[config.mk]
export PLATFORM = sky130hd
export DESIGN_NAME = sha512_ctrl
export DESIGN_NICKNAME = d
export VERILOG_FILES = /design/src/sha512_pkg.sv /design/src/sha512_ctrl.sv
export SDC_FILE = /design/constraint.sdc
export NUM_CORES = 1
export LEC_CHECK = 0
export BUFFER_PORTS_ARGS = -buffer_cell sky130_fd_sc_hd__buf_4
export CAP_MARGIN = 5
export CELL_PAD_IN_SITES_DETAIL_PLACEMENT = 0
export CELL_PAD_IN_SITES_GLOBAL_PLACEMENT = 1
export CORE_ASPECT_RATIO = 1.2
export CORE_UTILIZATION = 28
export CTS_CLUSTER_SIZE = 14
export DETAILED_ROUTE_END_ITERATION = 8
export PLACE_DENSITY_LB_ADDON = 0.1
export SLEW_MARGIN = 0
export SYNTH_ARGS = -nofsm -noshare
export SYNTH_HDL_FRONTEND = slang
export SYNTH_SLANG_ARGS = --single-unit
[constraint.sdc]
create_clock -name clock -period 1.65 [get_ports clock]
set_input_delay 0.33 -clock clock [delete_from_list [all_inputs] [get_ports clock]]
set_output_delay 0.33 -clock clock [all_outputs]
set_load 0.05 [all_outputs]
[src/sha512_pkg.sv]
`default_nettype none

package sha512_pkg;

   localparam logic [1:0] FUNC_ABSORB  = 2'd0;
   localparam logic [1:0] FUNC_FINISH  = 2'd1;
   localparam logic [1:0] FUNC_RESTART = 2'd2;

   // kind of block loaded into the schedule
   localparam logic [1:0] BLK_FULL = 2'd0;
   localparam logic [1:0] BLK_PAD  = 2'd1;
   localparam logic [1:0] BLK_LEN  = 2'd2;

   localparam int BLOCK_BYTES = 128;
   localparam int LENGTH_SLOT = 112;
   localparam int ROUNDS      = 80;

   localparam logic [63:0] INIT_CHAIN [8] = '{
      64'h6a09e667f3bcc908, 64'hbb67ae8584caa73b, 64'h3c6ef372fe94f82b,
      64'ha54ff53a5f1d36f1, 64'h510e527fade682d1, 64'h9b05688c2b3e6c1f,
      64'h1f83d9abfb41bd6b, 64'h5be0cd19137e2179
   };

   localparam logic [63:0] ROUND_K [80] = '{
      64'h428a2f98d728ae22, 64'h7137449123ef65cd, 64'hb5c0fbcfec4d3b2f, 64'he9b5dba58189dbbc,
      64'h3956c25bf348b538, 64'h59f111f1b605d019, 64'h923f82a4af194f9b, 64'hab1c5ed5da6d8118,
      64'hd807aa98a3030242, 64'h12835b0145706fbe, 64'h243185be4ee4b28c, 64'h550c7dc3d5ffb4e2,
      64'h72be5d74f27b896f, 64'h80deb1fe3b1696b1, 64'h9bdc06a725c71235, 64'hc19bf174cf692694,
      64'he49b69c19ef14ad2, 64'hefbe4786384f25e3, 64'h0fc19dc68b8cd5b5, 64'h240ca1cc77ac9c65,
      64'h2de92c6f592b0275, 64'h4a7484aa6ea6e483, 64'h5cb0a9dcbd41fbd4, 64'h76f988da831153b5,
      64'h983e5152ee66dfab, 64'ha831c66d2db43210, 64'hb00327c898fb213f, 64'hbf597fc7beef0ee4,
      64'hc6e00bf33da88fc2, 64'hd5a79147930aa725, 64'h06ca6351e003826f, 64'h142929670a0e6e70,
      64'h27b70a8546d22ffc, 64'h2e1b21385c26c926, 64'h4d2c6dfc5ac42aed, 64'h53380d139d95b3df,
      64'h650a73548baf63de, 64'h766a0abb3c77b2a8, 64'h81c2c92e47edaee6, 64'h92722c851482353b,
      64'ha2bfe8a14cf10364, 64'ha81a664bbc423001, 64'hc24b8b70d0f89791, 64'hc76c51a30654be30,
      64'hd192e819d6ef5218, 64'hd69906245565a910, 64'hf40e35855771202a, 64'h106aa07032bbd1b8,
      64'h19a4c116b8d2d0c8, 64'h1e376c085141ab53, 64'h2748774cdf8eeb99, 64'h34b0bcb5e19b48a8,
      64'h391c0cb3c5c95a63, 64'h4ed8aa4ae3418acb, 64'h5b9cca4f7763e373, 64'h682e6ff3d6b2b8a3,
      64'h748f82ee5defb2fc, 64'h78a5636f43172f60, 64'h84c87814a1f0ab72, 64'h8cc702081a6439ec,
      64'h90befffa23631e28, 64'ha4506cebde82bde9, 64'hbef9a3f7b2c67915, 64'hc67178f2e372532b,
      64'hca273eceea26619c, 64'hd186b8c721c0c207, 64'heada7dd6cde0eb1e, 64'hf57d4f7fee6ed178,
      64'h06f067aa72176fba, 64'h0a637dc5a2c898a6, 64'h113f9804bef90dae, 64'h1b710b35131c471b,
      64'h28db77f523047d84, 64'h32caab7b40c72493, 64'h3c9ebe0a15c9bebc, 64'h431d67c49c100d4c,
      64'h4cc5d4becb3e42b6, 64'h597f299cfc657e2a, 64'h5fcb6fab3ad6faec, 64'h6c44198c4a475817
   };

   typedef struct packed {
      logic       start_absorb;
      logic       put_byte;
      logic       restart;
      logic       copy_fin;
      logic       load_blk;
      logic [1:0] blk_kind;
      logic       round;
      logic       fold;
      logic       to_fin;
      logic       emit_step;
   } cmd_type;

   typedef struct packed {
      logic cnt_zero;
      logic fill_last;
      logic left_one;
      logic left_zero;
      logic rounds_last;
      logic pad_two;
      logic idx_last;
   } stat_type;

   function automatic logic [63:0] rotr(input logic [63:0] x, input int n);
      rotr = (x >> n) | (x << (64 - n));
   endfunction

endpackage

`default_nettype wire

[src/sha512_ctrl.sv]
`default_nettype none

module sha512_ctrl (
   input  wire                      clock,
   input  wire                      reset,
   input  wire                      req_valid,
   output logic                     req_ready,
   input  wire  [1:0]               req_func,
   output logic                     rsp_valid,
   input  wire                      rsp_ready,
   input  sha512_pkg::stat_type     stat,
   output sha512_pkg::cmd_type      cmd
);

   localparam logic [2:0] S_IDLE  = 3'd0;
   localparam logic [2:0] S_BYTE  = 3'd1;
   localparam logic [2:0] S_LOADF = 3'd2;
   localparam logic [2:0] S_LOADP = 3'd3;
   localparam logic [2:0] S_LOADL = 3'd4;
   localparam logic [2:0] S_ROUND = 3'd5;
   localparam logic [2:0] S_FOLD  = 3'd6;
   localparam logic [2:0] S_EMIT  = 3'd7;

   logic [2:0] state_ff, state_in;
   logic       fin_ff, fin_in;
   logic       second_ff, second_in;

   always_ff @(posedge clock) begin
      if (reset) begin
         state_ff  <= S_IDLE;
         fin_ff    <= 1'b0;
         second_ff <= 1'b0;
      end else begin
         state_ff  <= state_in;
         fin_ff    <= fin_in;
         second_ff <= second_in;
      end
   end

   always_comb begin
      state_in  = state_ff;
      fin_in    = fin_ff;
      second_in = second_ff;
      cmd       = '0;
      cmd.to_fin = fin_ff;
      req_ready = (state_ff == S_IDLE);
      rsp_valid = (state_ff == S_EMIT);
      case (state_ff)
         S_IDLE: begin
            if (req_valid) begin
               case (req_func)
                  sha512_pkg::FUNC_ABSORB: begin
                     cmd.start_absorb = 1'b1;
                     fin_in = 1'b0;
                     if (!stat.cnt_zero) state_in = S_BYTE;
                  end
                  sha512_pkg::FUNC_FINISH: begin
                     cmd.copy_fin = 1'b1;
                     fin_in    = 1'b1;
                     second_in = 1'b0;
                     state_in  = S_LOADP;
                  end
                  sha512_pkg::FUNC_RESTART: cmd.restart = 1'b1;
                  default: ;
               endcase
            end
         end
         S_BYTE: begin
            cmd.put_byte = 1'b1;
            if (stat.fill_last) state_in = S_LOADF;
            else if (stat.left_one) state_in = S_IDLE;
         end
         S_LOADF: begin
            cmd.load_blk = 1'b1;
            cmd.blk_kind = sha512_pkg::BLK_FULL;
            state_in = S_ROUND;
         end
         S_LOADP: begin
            cmd.load_blk = 1'b1;
            cmd.blk_kind = sha512_pkg::BLK_PAD;
            state_in = S_ROUND;
         end
         S_LOADL: begin
            cmd.load_blk = 1'b1;
            cmd.blk_kind = sha512_pkg::BLK_LEN;
            state_in = S_ROUND;
         end
         S_ROUND: begin
            cmd.round = 1'b1;
            if (stat.rounds_last) state_in = S_FOLD;
         end
         S_FOLD: begin
            cmd.fold = 1'b1;
            if (fin_ff) begin
               if (!second_ff && stat.pad_two) begin
                  second_in = 1'b1;
                  state_in  = S_LOADL;
               end else begin
                  state_in = S_EMIT;
               end
            end else begin
               state_in = stat.left_zero ? S_IDLE : S_BYTE;
            end
         end
         S_EMIT: begin
            if (rsp_ready) begin
               cmd.emit_step = 1'b1;
               if (stat.idx_last) state_in = S_IDLE;
            end
         end
         default: state_in = S_IDLE;
      endcase
   end

endmodule

`default_nettype wire

Yosys cells after proc, flatten, opt, wreduce, memory -nomap -nowiden. Cells that the tools add are included.

Muxes and demuxes: 31. Reduce and logical (&&, ||, !) cells: 10. Equality and inequality tests: 19.

Operators with widths (count): $mux 3 (8); $pmux 3 s6 (1); $mux 1 (15); $eq 3x3->1 const B (4); $pmux 3 s3 (1); $ne 2x2->1 const B (4); $reduce_and 7->1 (1); $eq 3x2->1 const B (2); $mux 2 (3); $ne 2x1->1 const B (3); $ne 3x3->1 const B (2); $pmux 3 s2 (1); $reduce_and 5->1 (1); $pmux 1 s2 (2); $reduce_bool 2->1 (2); $eq 3x1->1 const B (1); $logic_not 3->1 (1); $ne 3x1->1 const B (1); $reduce_and 3->1 (1); $reduce_or 3->1 (1); $eq 2x1->1 const B (1); $eq 2x2->1 const B (1); $logic_not 2->1 (1); $logic_and 1x1->1 (1); $logic_not 1->1 (1).

Register bits after elaboration: 5. Output and inout port bits: 13. Input port bits: 13. Logic and storage cells: 63.

Logic depth before layout (Yosys ltp).
Depth after elaboration: 5. Gate-level depth with buffers: 5. Mapped depth without buffers: 4.

Least setup slack after synthesis. No wires, ideal clock.

Path type: reg-to-output. Start: register state_ff[1]. End: output port cmd[6] (netlist bit). Buffers on the path: 1. Data arrival time: 2.127 ns. Data required time: 1.320 ns. Setup slack: -0.807 ns. Stages on the path, launching flop included: 4. Path through: dfxtp_1 > buf_6 > nor3b_1 > or2_2.

RTL lines: start, declared (line sha512_ctrl.sv:24) `logic [2:0] state_ff, state_in;`; start signal, assigned (line sha512_ctrl.sv:34) `state_ff <= state_in;`; end, declared (line sha512_ctrl.sv:12) `output sha512_pkg::cmd_type cmd`.

==> flow_metrics.py <==
metrics = {
    "status": {
        "status": "complete, no violations",
    },
    "die": {
        "core-area_sq_mm": 0.00146,
        "pin_count": 26,
        "dieArea_sq_mm": 0.00178,
        "start_util_pct": 30.9,
        "die_w_microns": 38.7,
        "dieHeight_microns": 46.1,
        "fp-row-count": 15,
    },
    "routing": {
        "wl_microns": 1130,
        "drtIter0Drc": 0,
        "wl_per_cell_microns": 11.1,
        "via_per_inst": 4.71,
        "postRouteAntennaNets": 0,
        "first_pass_iters": 1,
        "route.detailed.drc": 0,
        "num_vias": 480,
    },
    "yosys": {
        "synthMuxAreaShare_pct": 2.49,
        "synth.avg_cell_area_sq_um": 8.39,
        "synth_top_cell_area_share_pct": 22.1,
        "synth_top_family_by_area": "simple AND/OR/NAND/NOR gates",
        "synth_xor_area_share_pct": 0,
        "synthAdderAreaFrac_pct": 0,
        "yosysWarnings": 0,
        "seq_area_frac_synth_pct": 22.1,
        "synth_common_cells": "dfxtp_1 (5), nor2_1 (5), nand2_1 (4), nor2b_1 (4)",
        "synth_compound_area_share_pct": 20.2,
        "synth_fp_nets": 67,
        "ys_ff_latch": 5,
        "synth_top_flop_cell": "dfxtp_1",
        "synthSimpleGateAreaFrac_pct": 42.8,
        "async_reset_ff_share_pct": 0,
        "synth_cell_types": 30,
        "synth-edff-count": 0,
        "syn_inst": 54,
        "synth_area_leaders": "dfxtp_1 (22%), nor2b_1 (5.5%), buf_6 (5.0%)",
        "syn_area_sq_um": 453,
        "synth_top_area_cell": "dfxtp_1",
    },
    "setup_path": {
        "cp_data_required_time_ps": 1320,
        "setup.worst_path.end_class": "output port",
        "worstPathArrival_ps": 1280,
        "critPathMaxFanout": 6,
        "worstSetupPathType": "reg -> out",
        "cp_slowest_cell": "dfxtp_4",
        "cp-start-kind": "flop",
        "cp_cell_sequence": "nor3_4 -> and4b_4 -> buf_8",
        "cpPeakStageDelay_ps": 370,
    },
    "sta": {
        "finalClockSkew_ps": 5.82,
        "worst_hold_slack_ps": 300,
        "drv_slew": 0,
        "maxClockFrequency_ghz": 0.619,
        "setup_ws_ps": 35.7,
        "fin_crit_ps": 1610,
        "setup_tns_ps": 0,
        "worst_pin_slew_ps": 356,
        "fin_crit_sh_pct": 97.8,
        "rsz0062_at_grt": "true",
        "slew_headroom_pct": 76.0,
        "hold_viol_final": 0,
        "finalSetupViolCount": 0,
    },
    "grt": {
        "grt_first_pass_wirelength_microns": 1580,
        "grt-ovfl-total": 0,
        "antenna_found_initial": 0,
        "grt_use_total_pct": 13.1,
        "grt_max_degree": 12,
        "first_global_vias": 397,
    },
    "power": {
        "p_sw_mw": 0.599,
        "ir_drop_mv": 0.623,
        "leakage_nw": 0.362,
        "pwr-share-clk_pct": 11.7,
        "swShare_pct": 49.6,
        "p_seq_share_pct": 21.2,
        "p_per_area_mw_per_mm2": 1590,
        "p_total_mw": 1.21,
        "power.internal_mw": 0.608,
        "comb_power_share_pct": 67.1,
    },
    "clock_network": {
        "cts.sinks": 5,
        "clk_latency_ps": 240,
        "path_clk_slew_ps": 50,
        "cts_buffer_depth": 2,
        "cts_buffers": 3,
        "ctsHtreeMaxLevel": 1,
        "cts_root_buf": "clkbuf_4",
        "cts_tree": "yes",
        "cts_hold_buf": 0,
    },
    "final_layout": {
        "layout-drive-gt1-share_pct": 62.4,
        "diodes": 0,
        "final_core_util_pct": 51.8,
        "fin_nets": 99,
        "area_growth_pct": 67.4,
        "stdcell_count": 102,
        "finalInstanceArea_sq_um": 758,
    },
    "run": {
        "drv_cap": 0,
    },
    "placed_design": {
        "port_buffers": 25,
        "dpl-instance-area_sq_um": 657,
        "dpl_worst_slack_ps": 128,
        "dp.cells": 93,
        "dp_hpwl_microns": 872,
        "gp_congestion": 0.752,
    },
    "worst_hold_path": {
        "hold_path_class": "in -> reg",
    },
}
[power groups by stage]
stage	combinational, mW	sequential [mW]	clock [mW]
finish	0.811	0.256	0.141
detailed placement	0.718	0.252	0
global placement	0.723	0.252	0
global route	0.856	0.262	0.163
CTS	0.726	0.260	0.146
floorplan	0.634	0.180	0
[cell type report]
type,count,area [sq um]
Multi-Input combinational cell,43,332
Tap cell,17,21.3
Inverter,1,3.75
Fill cell,149,706
Clock buffer,4,26.3
Sequential cell,5,111
Timing Repair Buffer,32,264
[what timing repair did]
action	in CTS	in global routing
pin swaps	1	2
resized for setup	7	5
setup buffers	0	5
setup endpoints to repair	9	6
[critical path, delay by kind of cell, from the launching register on]
kind                   cells  cell delay (ps)
flip-flops                 1              370
buffers and inverters      1              140
AND/OR/NAND/NOR            2              530
[state kept, by name (all words and copies together) (netlist names)]
name	count
state_ff	3
fin_ff	1
second_ff	1
[logic make-up (layout without fill, tap and decap cells)]
logic type,Yosys count,in the layout
simple gates,31,31
compound gates,11,11
mux,1,1
flops,5,5
buf+inv,6,37
[placed cells by master, fill, tap and decap left out, types with 2 or more instances in the layout]
| master | instances |
|---|---|
| nand2_1 | 3 |
| and2_1 | 2 |
| clkbuf_4 | 3 |
| nor2_1 | 4 |
| nand2_2 | 3 |
| nor3_1 | 2 |
| buf_4 | 28 |
| dfxtp_1 | 2 |
| buf_8 | 2 |
| dfxtp_4 | 3 |
| a21oi_1 | 3 |
| nor2b_1 | 3 |
[path summary, 6_finish.rpt]
check                 to  depth (start not counted)        start  slack [ps]
max               cmd[8]                          3  state_ff[0]          40
min          state_ff[2]                          2        reset         300
max reg2reg  state_ff[1]                          5  state_ff[0]         330
min reg2reg    second_ff                          2    second_ff         530
[layer usage]
metal  vias up  part of all wire, %  track usage, %  routed length (microns)
met4         0                    0            2.07                        0
met1       207                   41            14.5                      463
met3         0                  8.4            7.25                       95
li1        251                    -               -                        -
met5         -                    0               0                        0
met2        22                   51            22.0                      574
Note: power is estimated with default switching activity, not from simulation.
